[src/design/swm_pkg.sv]
// Shared types and constants for the sliding window median filter.
// No dependencies; imported by the cell, the top level and the checker.
`default_nettype none

package swm_pkg;

    // Default build sizes.
    localparam int WINDOW_MAX_DEF  = 64;
    localparam int SAMPLE_BITS_DEF = 16;

    // Width of the window size register and its value after reset.
    localparam int CFG_BITS     = 7;
    localparam int WINDOW_RESET = 3;

    // Operation broadcast to every sorted cell in a cycle.
    typedef struct packed {
        logic del;  // close the gap left by the oldest sample
        logic ins;  // open a slot and drop the new sample into it
    } t_cell_op;

endpackage

`default_nettype wire

[src/design/swm_cell.sv]
// One cell of the sorted window: holds one sample and trades it with its neighbors.
// Depends on swm_pkg for the broadcast operation type.
`default_nettype none

module swm_cell
    import swm_pkg::*;
#(
    parameter int INDEX       = 0,
    parameter int SAMPLE_BITS = SAMPLE_BITS_DEF,
    parameter int CW          = 7
) (
    input  wire logic                          i_clk,
    input  wire t_cell_op                      i_op,
    input  wire logic signed [SAMPLE_BITS-1:0] i_key,
    input  wire logic        [CW-1:0]          i_count,
    input  wire logic signed [SAMPLE_BITS-1:0] i_left_val,
    input  wire logic                          i_left_gt,
    input  wire logic signed [SAMPLE_BITS-1:0] i_right_val,
    output logic signed      [SAMPLE_BITS-1:0] o_val,
    output logic                               o_gt
);

    logic signed [SAMPLE_BITS-1:0] r_val;
    logic signed [SAMPLE_BITS-1:0] n_val;
    logic                          in_use;
    logic                          at_end;
    logic                          ge_key;

    // The cell is part of the occupied list when its place is below the count.
    assign in_use = (CW'(INDEX) < i_count);
    assign at_end = (CW'(INDEX) == i_count);
    assign ge_key = (r_val >= i_key);
    assign o_gt   = in_use && (r_val > i_key);

    // Because the list is sorted, every cell at or above the first match
    // of the leaving sample holds a value no smaller than it.
    always_comb begin
        n_val = r_val;
        if (i_op.del) begin
            if (ge_key) begin
                n_val = i_right_val;
            end
        end else if (i_op.ins) begin
            if (i_left_gt) begin
                n_val = i_left_val;
            end else if (o_gt || at_end) begin
                n_val = i_key;
            end
        end
    end

    always_ff @(posedge i_clk) begin
        r_val <= n_val;
    end

    assign o_val = r_val;

endmodule

`default_nettype wire

[config.mk]
export PLATFORM = sky130hd
export DESIGN_NAME = swm_cell
export DESIGN_NICKNAME = d
export VERILOG_FILES = /design/src/design/swm_pkg.sv /design/src/design/swm_cell.sv
export SDC_FILE = /design/constraint.sdc
export NUM_CORES = 1
export LEC_CHECK = 0
export CORE_MARGIN = 2
export CORE_UTILIZATION = 62
export CTS_CLUSTER_DIAMETER = 80
export DETAILED_ROUTE_END_ITERATION = 10
export DONT_BUFFER_PORTS = 1
export GPL_ROUTABILITY_DRIVEN = 1
export GPL_TIMING_DRIVEN = 0
export PLACE_DENSITY = 0.79
export SKIP_CTS_REPAIR_TIMING = 1
export SLEW_MARGIN = 20
export SYNTH_ARGS = -nofsm -noshare
export SYNTH_HDL_FRONTEND = slang
export SYNTH_SLANG_ARGS = --single-unit
[constraint.sdc]
create_clock -name i_clk -period 4.6 [get_ports i_clk]
set_clock_uncertainty 0.05 [all_clocks]
set_input_delay 0.23 -clock i_clk [delete_from_list [all_inputs] [get_ports i_clk]]
set_output_delay 0.23 -clock i_clk [all_outputs]
set_load 0.01 [all_outputs]
-- Word-level counts from Yosys, hierarchy flattened
Index checks and enable logic that the tools add are counted.
- bits in registers: 16
- latch bits: 0
- memory bits (writable): 0
- ROM bits: 0
- input bits: 59
- output and inout bits: 17
- word-level logic and storage cells: 16
- memories kept: 0
- $add $sub $neg: 0
- multipliers: 0
- div/mod/pow operators: 0
- $lt $le $gt $ge: 3
- equality and inequality tests: 1
- shift-type cells: 0
- multiplexer cells: 5
- bitwise logic cells: 0
- reduce and logical (&&, ||, !) cells: 6
- operators by type and width (kind ; count):
    $mux 16 ; 5
    $ge 16x16->1 ; 1
    $gt 16x16->1 ; 1
    $logic_not 7->1 ; 1
    $lt 1x7->1 const A ; 1
    $reduce_and 3->1 ; 1
    $reduce_bool 3->1 ; 1
    $ne 2x1->1 const B ; 1
    $reduce_bool 2->1 ; 1
    $logic_and 1x1->1 ; 1
    $logic_or 1x1->1 ; 1

-- Longest topological paths before layout
Gate-level depths: netlist (run 1).
- depth after elaboration: 7
- gate-level depth with buffers: 8
- depth with buffers taken out: 8

-- Worst setup path before layout (run 1)
No wires, ideal clock.
- path kind: register -> register
- start: register r_val[15], in the netlist o_val[15]
- end: register r_val[0], in the netlist o_val[0] (enable)
- arrival time: 2.966 ns
- data required time: 4.134 ns
- path slack: 1.168 ns
- stages on the path, launching flop included: 8
- path buffers: 0
- path through: edfxtp_1 > ha_1 > nand4_2 > nor4_2 > a21boi_2 > nor2_1 > and4_4 > o32ai_1
- cells in the longest elaborated chain, start to end: 5
- elaborated cells between the ends (all ways): 7
- RTL lines (element ; RTL line ; RTL):
    from (decl) ; swm_cell.sv:23 ; logic signed [SAMPLE_BITS-1:0] r_val;
    from (signal assigned) ; swm_cell.sv:53 ; r_val <= n_val;
    $gt 16x16->1 ; swm_cell.sv:33 ; assign o_gt = in_use && (r_val > i_key);
    $logic_and 1x1->1 ; swm_cell.sv:33 ;
    $logic_or 1x1->1 ; swm_cell.sv:46 ; end else if (o_gt || at_end) begin
    $reduce_bool 3->1 (no source line) ; - ;
    $reduce_and 3->1 (no source line) (*) ; - ;
Every way passes the cells marked *; elsewhere a longest branch is shown, timed or not.
A chain may end at the register's enable or synchronous reset.

-- Final worst setup path (run 1)
- start: register r_val[15], in the netlist o_val[15]
- end: register r_val[3], in the netlist o_val[3] (enable)
The elaborated chain is that of the path after synthesis.

==> results of run 1 <==
-- power by group --
part	total (mW)	internal, mW	switching (mW)
Combinational	0.138	0.0572	0.0804
Sequential	0.230	0.199	0.0309
Clock	0.0746	0.0304	0.0442
-- cell usage after synthesis, types with 2 or more instances --
master                     instances
sky130_fd_sc_hd__a21oi_1           5
sky130_fd_sc_hd__and2_1            2
sky130_fd_sc_hd__buf_2             2
sky130_fd_sc_hd__clkbuf_1          3
sky130_fd_sc_hd__edfxtp_1         16
sky130_fd_sc_hd__ha_1             16
sky130_fd_sc_hd__inv_1            18
sky130_fd_sc_hd__mux2i_1          17
sky130_fd_sc_hd__nand2_1          19
sky130_fd_sc_hd__nand3_1           3
sky130_fd_sc_hd__nor2_1            4
sky130_fd_sc_hd__o21ai_0          17
-- worst max path at each step --
stage	start	end	slack, ns
after floorplan	o_val[15]	o_val[0]	1.17
after global placement	o_val[15]	o_val[9]	0.45
after detailed placement	o_val[15]	o_val[4]	1.62
after CTS	o_val[15]	o_val[8]	1.62
after global routing	o_val[15]	o_val[12]	1.37
final	o_val[15]	o_val[3]	1.65
-- worst reg2reg max path: cells and delay by family, from the launching register on --
kind	cells	cell delay, ns
simple gates	4	0.70
compound gates	2	0.97
fa+ha+maj	1	0.40
flops	1	0.46
-- layout make-up --
cell class                      count  area [um2]  share of cell area [%]
Buffer                              5        21.3                    1.49
Clock buffer                        3        22.5                    1.58
Inverter                           18        67.6                    4.75
Multi-Input combinational cell    103         798                    56.1
Sequential cell                    16         480                    33.7
Tap cell                           27        33.8                    2.37
-- layer usage --
metal | vias to the layer above | share of wire [%]
met4 | 0 | 0.95
li1 | 518 | -
met2 | 56 | 49
met5 | - | 0
met1 | 463 | 41
met3 | 4 | 9.5
-- cell families after synthesis --
| kind of cell | after synthesis | synth area share [%] |
|---|---|---|
| simple gates | 43 | 18.8 |
| mux | 17 | 12.6 |
| fa+ha+maj | 16 | 14.8 |
| buf+inv | 23 | 6.59 |
| compound gates | 27 | 11.5 |
| flops | 16 | 35.6 |
-- through the flow --
stage                     setup WS [ns]  instance area, um2  utilization [%]  power [mW]  hold WS (ns)
after floorplan                    1.17                1350                -       0.331         0.367
after global placement            0.449                1380             69.1       0.357         0.371
after detailed placement           1.62                1400             70.0       0.371         0.382
after CTS                          1.62                1420             71.1       0.444        0.0816
after global routing               1.37                1420             71.1       0.472        0.0916
final                              1.65                1420             71.1       0.442        0.0902
==> implementation parameters, run 1 <==
Parameter                              Value

Final layout
  Layout cells sized above 1    9.66%
  Highest-count cells in the layout ignoring fill and taps    19 x sky130_fd_sc_hd__nand2_1, 18 x sky130_fd_sc_hd__inv_1, 17 x sky130_fd_sc_hd__mux2i_1, 17 x sky130_fd_sc_hd__o21ai_0
  Non-filler cells, final    172
  Diodes inserted    0
  Most common cell after layout, fill and taps aside    sky130_fd_sc_hd__nand2_1
  Area grow syn2layout    5.57%
  Fillers    163
  Net count of the finished layout    222
  Flip-flop count of the largest register, all copies and words added    16

Min path
  Cells on Worst Hold Path    2
  Sink of the worst hold path    o_val[7]
  Type of the most critical hold path    input port to flop
  Hold path startpoint    i_right_val[7]

GRT
  Routing usage on met1    29.1%
  Gr ovfl total    0
  Initial antenna violation count    0
  Met3 Usage GRT    7.14%
  Busiest layer in global routing    met2
  Met2 demand-to-capacity share in global routing    42.1%
  Maximum number of pins on one net before global-route repair    17
  Global-route wire length before repair    4730 um
  Vias in the first global route    1123
  Overall routing resource usage    24.5%

Logic synthesis
  Most area-hungry cell type in the Yosys netlist    sky130_fd_sc_hd__edfxtp_1
  Post-synth EDFFs    16
  Cell types occupying the most area after synthesis    sky130_fd_sc_hd__edfxtp_1 36%, sky130_fd_sc_hd__ha_1 15%, sky130_fd_sc_hd__mux2i_1 13%, sky130_fd_sc_hd__o21ai_0 6.3%, sky130_fd_sc_hd__nand2_1 5.3%
  Post-Syn Area per Cell    9.50 um2
  Number of distinct library cell variants in the gate-level netlist after synthesis    32
  Net count after synthesis    217
  Flip-flop and latch count after synthesis    16
  Yosys warnings    0
  Synth Instances    142
  Top FF cell, synth    sky130_fd_sc_hd__edfxtp_1
  Share of flip-flops with an asynchronous set or reset    0%
  Share of the synthesized area in the top cell type    35.6%
  Post-Syn Area    0.00135 mm2
  Sequential-to-total area share from yosys stat    35.6%

Floorplan
  Height of the die    50.6 um
  Core ar.    0.00200 mm2
  X dimension of the die    50.6 um
  Std cell rows    16
  Full die area    0.00256 mm2
  Initial standard-cell utilization of the core    67.4%
  Io pins    76

STA
  Setup tns final    0 ns
  Final worst path period need    2.95 ns
  Final setup viols    0
  Crit share post-route    64.1%
  Worst slew margin    45.0%
  Worst slew pin tran    0.825 ns
  Final hold viol count    0
  Setup repair after global routing missed its margin    false
  Pins over their slew limit    0
  Achievable frequency    0.339 GHz

CTS
  Maximum count of clock buffers along a single path    2
  Clock tree from TritonCTS    yes
  Worst-path clk slew    0.09 ns
  H-Tree Level Count    1
  Clock tree root driver cell    sky130_fd_sc_hd__clkbuf_4
  Number of buffers created by CTS    3
  Clock latency at the later pin of the worst-skew pair    0.28 ns
  Clock sink count    16

Setup path
  R2R setup slack    1.65 ns
  CP Class    flop to flop
  Startpoint type of the worst setup path    flop
  Slowest cell on crit path    sky130_fd_sc_hd__o32ai_4
  Delay-heaviest family, CP    compound AO/OA/AOI/OAI gates
  Crit. End Element    flop
  Endpoint of the worst register-to-register path    o_val[3]
  Arrival time at the worst endpoint    2.82 ns
  Crit Reg-Reg Startpoint    o_val[15]
  FF-to-FF path depth    7
  Maximum net fanout on the critical path    16
  Series of cell instances along the critical path    ha_1, nand4_2, nor4_2, a21boi_2, nor2_1, and4_4, o32ai_4
  Maximum cell stage delay along the critical path    0.74 ns
  Number of logic stages on the critical path including buffering    7
  Critical Path RT    4.47 ns
  Combined buffer and inverter count along the critical path    0

Job
  Maximum Capacitance Violations    0

Placed design
  Placed cell count    169
  HPWL reported at the end of detailed placement    2360 um
  Routability Congestion    0.801
  IO buf count    0

Drt
  Number of design rule violations left after detail routing    0
  Final routed wire length divided by cell count    16.6 um
  Ratio of routed vias to standard cells    6.05
  Total number of vias    1041
  First-iteration detailed-routing DRC count    19
  Number of detailed-routing iterations run before antenna repair    4
  Final wirelength    2860 um
  Antenna-violating nets left    0

Pwr
  Power per cell area    310 mW/mm2
  Max rail drop VDD    227 uV
  Leak pwr    0.645 nW

Status
  Status    completed
Power figures use the tool's default switching activity.
==> inputs of run 2 (changes only) <==
--- a/config.mk
+++ b/config.mk
@@ -6,13 +6,13 @@
 export NUM_CORES = 1
 export LEC_CHECK = 0
 export CORE_MARGIN = 2
-export CORE_UTILIZATION = 62
+export CORE_UTILIZATION = 56
 export CTS_CLUSTER_DIAMETER = 80
 export DETAILED_ROUTE_END_ITERATION = 10
 export DONT_BUFFER_PORTS = 1
 export GPL_ROUTABILITY_DRIVEN = 1
 export GPL_TIMING_DRIVEN = 0
-export PLACE_DENSITY = 0.79
+export PLACE_DENSITY = 0.75
 export SKIP_CTS_REPAIR_TIMING = 1
 export SLEW_MARGIN = 20
 export SYNTH_ARGS = -nofsm -noshare
==> constraint.sdc (replaced) <==
create_clock -name i_clk -period 2.55 [get_ports i_clk]
set_clock_uncertainty 0.05 [all_clocks]
set_input_delay 0.1275 -clock i_clk [delete_from_list [all_inputs] [get_ports i_clk]]
set_output_delay 0.1275 -clock i_clk [all_outputs]
set_load 0.01 [all_outputs]
==> run 2 against run 1 <==
- largest cell class unchanged
- final cell count increased by 6.4%
- clock-buffer cell count unchanged
- total power increased by 110%
- the flow now finishes with violations (negative hold slack, negative setup slack)
- flip-flop and latch count unchanged
==> implementation parameters, run 2 (synthesis results as in run 1) <==
Parameter                              Value

CTS
  Maximum count of clock buffers along a single path    2
  Clock sink count    16
  H-Tree Level Count    1
  Worst-path clk slew    0.10 ns
  Clock tree root driver cell    sky130_fd_sc_hd__clkbuf_4
  Clock latency at the later pin of the worst-skew pair    0.29 ns
  Clock tree from TritonCTS    yes
  Number of buffers created by CTS    3

Placed design
  IO buf count    0
  HPWL reported at the end of detailed placement    2340 um
  Placed Area    0.00143 mm2
  Routability Congestion    0.790
  Pre-CTS setup slack    -0.378 ns

Floorplan
  Std cell rows    17
  X dimension of the die    53.1 um
  Full die area    0.00282 mm2
  Core ar.    0.00225 mm2
  Initial standard-cell utilization of the core    59.8%
  Height of the die    53.1 um
  Io pins    76

Final layout
  Diodes inserted    0
  Sequential cell area    480 um2
  Area grow syn2layout    25.6%
  Area of the multi-input gates    963 um2
  Fraction of the core area covered by cells at the end of the flow    75.1%
  Layout cells sized above 1    18.1%
  Flip-flop count of the largest register, all copies and words added    16
  Fillers    165
  Highest-count cells in the layout ignoring fill and taps    18 x sky130_fd_sc_hd__inv_1, 18 x sky130_fd_sc_hd__nand2_1, 17 x sky130_fd_sc_hd__mux2i_1, 17 x sky130_fd_sc_hd__o21ai_0, 16 x sky130_fd_sc_hd__edfxtp_1
  Net count of the finished layout    231
  Final std cell area, no fill    0.00169 mm2

Job
  Maximum Capacitance Violations    0

Setup path
  CP endpoint    o_val[9]
  R2R setup slack    -0.02 ns
  Endpoint of the worst register-to-register path    o_val[9]
  FF-to-FF path depth    8
  Maximum net fanout on the critical path    16
  Arrival time at the worst endpoint    2.57 ns
  Critical Path RT    2.56 ns
  Timing startpoint of the critical path    o_val[7]
  Crit Reg-Reg Startpoint    o_val[7]
  Startpoint type of the worst setup path    flop
  CP Class    flop to flop
  Crit. End Element    flop

Drt
  Number of detailed-routing iterations run before antenna repair    4
  Total number of vias    1100
  Number of design rule violations left after detail routing    0
  Final wirelength    3330 um
  Final routed wire length divided by cell count    18.2 um
  Antenna-violating nets left    0
  Ratio of routed vias to standard cells    6.01
  First-iteration detailed-routing DRC count    16

STA
  Achievable frequency    0.390 GHz
  Final worst path period need    2.57 ns
  Setup repair after global routing missed its margin    true
  Final setup viols    16
  Setup tns final    -0.160 ns
  Final hold viol count    4
  Worst slew pin tran    0.471 ns
  Crit share post-route    101%
  Pins over their slew limit    0
  Worst slew margin    68.6%
  Final Worst Setup Slack    -0.0171 ns
  Hold Slack    -0.0247 ns

GRT
  Global-route wire length before repair    4610 um
  Maximum number of pins on one net before global-route repair    17
  Vias in the first global route    1096
  Initial antenna violation count    0
  Gr ovfl total    0
  Overall routing resource usage    23.0%

Status
  Violations in the final reports    negative hold slack, negative setup slack
  Status    complete, but fails checks

Min path
  Type of the most critical hold path    input port to flop

Pwr
  Power per cell area    542 mW/mm2
  Leak pwr    0.703 nW
  Max rail drop VDD    409 uV
-- run 2: cell types whose count changed in the layout (fill, tap and decap cells not counted), moves of 2 or more --
cell and delta:
sky130_fd_sc_hd__ha_1 -9, sky130_fd_sc_hd__dlygate4sd3_1 +8, sky130_fd_sc_hd__ha_4 +9, sky130_fd_sc_hd__nor4_4 +2
-- run 2: stage by stage --
stage / power [mW] / std cells
2_1_floorplan: 0.618 / 142
3_3_place_gp: 0.667 / 170
3_5_place_dp: 0.682 / 170
4_1_cts: 0.823 / 174
5_1_grt: 0.971 / 183
6_report: 0.919 / 183
-- run 2: metal layers --
metal / track usage [%] / wire (um) / vias up
li1: - / - / 536
met1: 26.0 / 1300 / 507
met2: 41.0 / 1740 / 51
met3: 5.93 / 244 / 6
met4: 8.55 / 43 / 0
met5: 0 / 0 / -
-- run 2: how the worst min path moves through the flow --
| stage | start | to | slack (ns) | depth (start not counted) |
|---|---|---|---|---|
| after floorplan | i_right_val[13] | o_val[13] | 0.26 | 2 |
| after global placement | i_right_val[13] | o_val[13] | 0.27 | 2 |
| after detailed placement | i_right_val[13] | o_val[13] | 0.28 | 2 |
| after CTS | i_right_val[7] | o_val[7] | -0.03 | 2 |
| after global routing | i_right_val[3] | o_val[3] | -0.0005 | 2 |
| final | i_right_val[7] | o_val[7] | -0.02 | 2 |
-- run 2: critical path, cell delays in order (launching register included) --
cell and delay, ns:
sky130_fd_sc_hd__edfxtp_1 0.46, sky130_fd_sc_hd__ha_1 0.34, sky130_fd_sc_hd__a41oi_1 0.24, sky130_fd_sc_hd__o21ai_0 0.16
sky130_fd_sc_hd__nand4_1 0.15, sky130_fd_sc_hd__nor3b_2 0.27, sky130_fd_sc_hd__mux2i_1 0.32, sky130_fd_sc_hd__o32ai_4 0.15
sky130_fd_sc_hd__buf_12 0.18
-- run 2: cell type report --
class                           instances  area share (%)
Clock inverter                          1           0.222
Timing Repair Buffer                    9            5.91
Multi-Input combinational cell        103            56.9
Sequential cell                        16            28.4
Buffer                                  5            1.26
Clock buffer                            3            1.33
Inverter                               18            3.99
Tap cell                               28            2.07
-- run 2: power breakdown --
| group | internal (mW) | switching, mW | leakage (nW) |
|---|---|---|---|
| sequential | 0.358 | 0.0679 | 0.161 |
| clock | 0.0569 | 0.0857 | 0.0154 |
| combinational | 0.171 | 0.179 | 0.526 |
==> inputs of run 3 (changes only) <==
--- a/config.mk
+++ b/config.mk
@@ -5,14 +5,15 @@
 export SDC_FILE = /design/constraint.sdc
 export NUM_CORES = 1
 export LEC_CHECK = 0
+export CAP_MARGIN = 25
 export CORE_MARGIN = 2
-export CORE_UTILIZATION = 56
+export CORE_UTILIZATION = 62
 export CTS_CLUSTER_DIAMETER = 80
 export DETAILED_ROUTE_END_ITERATION = 10
 export DONT_BUFFER_PORTS = 1
 export GPL_ROUTABILITY_DRIVEN = 1
 export GPL_TIMING_DRIVEN = 0
-export PLACE_DENSITY = 0.75
+export PLACE_DENSITY = 0.79
 export SKIP_CTS_REPAIR_TIMING = 1
 export SLEW_MARGIN = 20
 export SYNTH_ARGS = -nofsm -noshare
==> constraint.sdc (replaced) <==
create_clock -name i_clk -period 2.92 [get_ports i_clk]
set_clock_uncertainty 0.05 [all_clocks]
set_input_delay 0.146 -clock i_clk [delete_from_list [all_inputs] [get_ports i_clk]]
set_output_delay 0.146 -clock i_clk [all_outputs]
set_load 0.01 [all_outputs]
==> run 3 against run 2 <==
- the run ends with negative hold slack left
- combinational power shrank 33%
- clock power decreased by 15%
- final cell count decreased by 4.4%
- routed wire length decreased by 8.5%
- hold slack improved by 0.023 ns
- register-to-register slack improved by 0.31 ns
- non-clock buffer count is 6 lower
- via count down 4.4%
==> implementation parameters, run 3 (synthesis results as in run 1) <==
Parameter                              Value

STA
  Final worst path period need    2.71 ns
  Achievable frequency    0.369 GHz
  Worst slew pin tran    0.487 ns
  Hold Slack    -0.00130 ns
  Final Worst Setup Slack    0.209 ns
  Setup repair after global routing missed its margin    false
  Pins over their slew limit    0
  Worst slew margin    67.5%
  Final setup viols    0
  Final hold viol count    1
  Crit share post-route    92.8%

CTS
  Worst-path clk slew    0.10 ns
  Clock tree root driver cell    sky130_fd_sc_hd__clkbuf_4
  Maximum count of clock buffers along a single path    2
  Number of buffers created by CTS    3
  H-Tree Level Count    1
  Clock latency at the later pin of the worst-skew pair    0.29 ns
  Clock sink count    16
  Clock tree from TritonCTS    yes

Pwr
  Power per cell area    495 mW/mm2
  Relative contribution of sequential cells to total power    50.4%
  Power, Total    0.719 mW
  Leak pwr    0.661 nW
  Cell internal power dissipation    0.465 mW
  Combinational power share    32.7%
  Switching power    0.255 mW
  Sw Share    35.4%
  Clock share of power    16.9%
  Max rail drop VDD    330 uV

Setup path
  Startpoint type of the worst setup path    flop
  Slowest cell on crit path    sky130_fd_sc_hd__edfxtp_1
  R2R setup slack    0.29 ns
  Maximum cell stage delay along the critical path    0.47 ns
  CP Class    flop to primary output
  Crit. End Element    primary output
  Crit Reg-Reg Startpoint    o_val[15]
  FF-to-FF path depth    8
  Endpoint of the worst register-to-register path    o_val[13]
  Arrival time at the worst endpoint    2.51 ns
  Critical Path RT    2.72 ns
  Series of cell instances along the critical path    ha_1, nand4_2, nor4_2, a21boi_2, nor3b_2, and2_1, nor4_2
  Maximum net fanout on the critical path    5
  Most frequent cell on the critical path    sky130_fd_sc_hd__nor4_2

Placed design
  Pre-CTS setup slack    -0.0976 ns
  HPWL reported at the end of detailed placement    2420 um
  IO buf count    0
  Routability Congestion    0.802
  Placed Area    0.00140 mm2

Min path
  Cells on Worst Hold Path    2
  Type of the most critical hold path    input port to flop
  Hold path startpoint    i_right_val[13]
  Sink of the worst hold path    o_val[13]

Final layout
  Layout cells sized above 1    12.2%
  Diodes inserted    0
  Final std cell area, no fill    0.00145 mm2
  Area grow syn2layout    7.70%
  Net count of the finished layout    225
  Highest-count cells in the layout ignoring fill and taps    19 x sky130_fd_sc_hd__nand2_1, 18 x sky130_fd_sc_hd__inv_1, 17 x sky130_fd_sc_hd__mux2i_1, 17 x sky130_fd_sc_hd__o21ai_0
  Most common cell after layout, fill and taps aside    sky130_fd_sc_hd__nand2_1
  Flip-flop count of the largest register, all copies and words added    16
  Fraction of the core area covered by cells at the end of the flow    72.6%

Status
  Status    complete, but fails checks
  Violations in the final reports    negative hold slack

Drt
  Number of detailed-routing iterations run before antenna repair    4
  Antenna-violating nets left    0
  First-iteration detailed-routing DRC count    18
  Ratio of routed vias to standard cells    6.01
  Final routed wire length divided by cell count    17.4 um
  Number of design rule violations left after detail routing    0
  Total number of vias    1052
  Final wirelength    3050 um

Floorplan
  Std cell rows    16
  Initial standard-cell utilization of the core    67.4%
  Height of the die    50.6 um
  Io pins    76
  Full die area    0.00256 mm2
  Core ar.    0.00200 mm2
  X dimension of the die    50.6 um

GRT
  Maximum number of pins on one net before global-route repair    17
  Gr ovfl total    0
  Vias in the first global route    1173
  Global-route wire length before repair    4980 um
  Initial antenna violation count    0
  Overall routing resource usage    25.9%

Job
  Maximum Capacitance Violations    0
[run 3: layer usage]
metal  wire length (um)  GRT usage [%]  share of wire [%]
met5                  0              0                  0
met4                 30           8.56               0.98
met3                274           5.36                9.0
met2               1580           46.5                 52
met1               1160           30.7                 38
[run 3: worst max-delay path: cells and delay by family (launching register included)]
family	cells	cell delay, ns
AOI/OAI and AO/OA	1	0.25
adders and majority gates	1	0.40
DFF	1	0.47
and+or+nand+nor	5	1.09
[run 3: layout make-up]
| cell class | instances | area [um2] |
|---|---|---|
| buffer | 5 | 21.3 |
| clock buffer | 3 | 22.5 |
| fill | 157 | 549 |
| inverter | 18 | 67.6 |
| multi-input combinational | 103 | 805 |
| sequential | 16 | 480 |
| tap | 27 | 33.8 |
| timing repair buffer | 3 | 22.5 |
[run 3: worst max path at each step]
stage / from / end / slack, ns / cells past startpoint
after floorplan: o_val[15] / o_val[0] / 0.06 / 7
after global placement: o_val[15] / o_val[9] / -0.39 / 7
final: o_val[15] / o_gt / 0.21 / 7
after detailed placement: o_val[15] / o_val[6] / -0.1 / 7
after global routing: o_val[15] / o_gt / 0.03 / 7
after CTS: o_val[15] / o_val[11] / -0.11 / 7
[run 3: metrics by stage]
stage | hold slack [ns] | TNS [ns] | cells
after floorplan | 0.283 | 0 | 142
after global placement | 0.287 | -6.18 | 169
after detailed placement | 0.299 | -1.55 | 169
after CTS | -0.00567 | -1.71 | 172
after global routing | 0.00553 | 0 | 175
final | -0.00130 | 0 | 175
[run 3: power groups by stage]
stage / combinational (mW) / clock (mW) / sequential (mW)
after floorplan: 0.167 / 0 / 0.359
after global placement: 0.197 / 0 / 0.367
after detailed placement: 0.216 / 0 / 0.369
after CTS: 0.219 / 0.122 / 0.364
after global routing: 0.265 / 0.130 / 0.367
final: 0.235 / 0.121 / 0.363
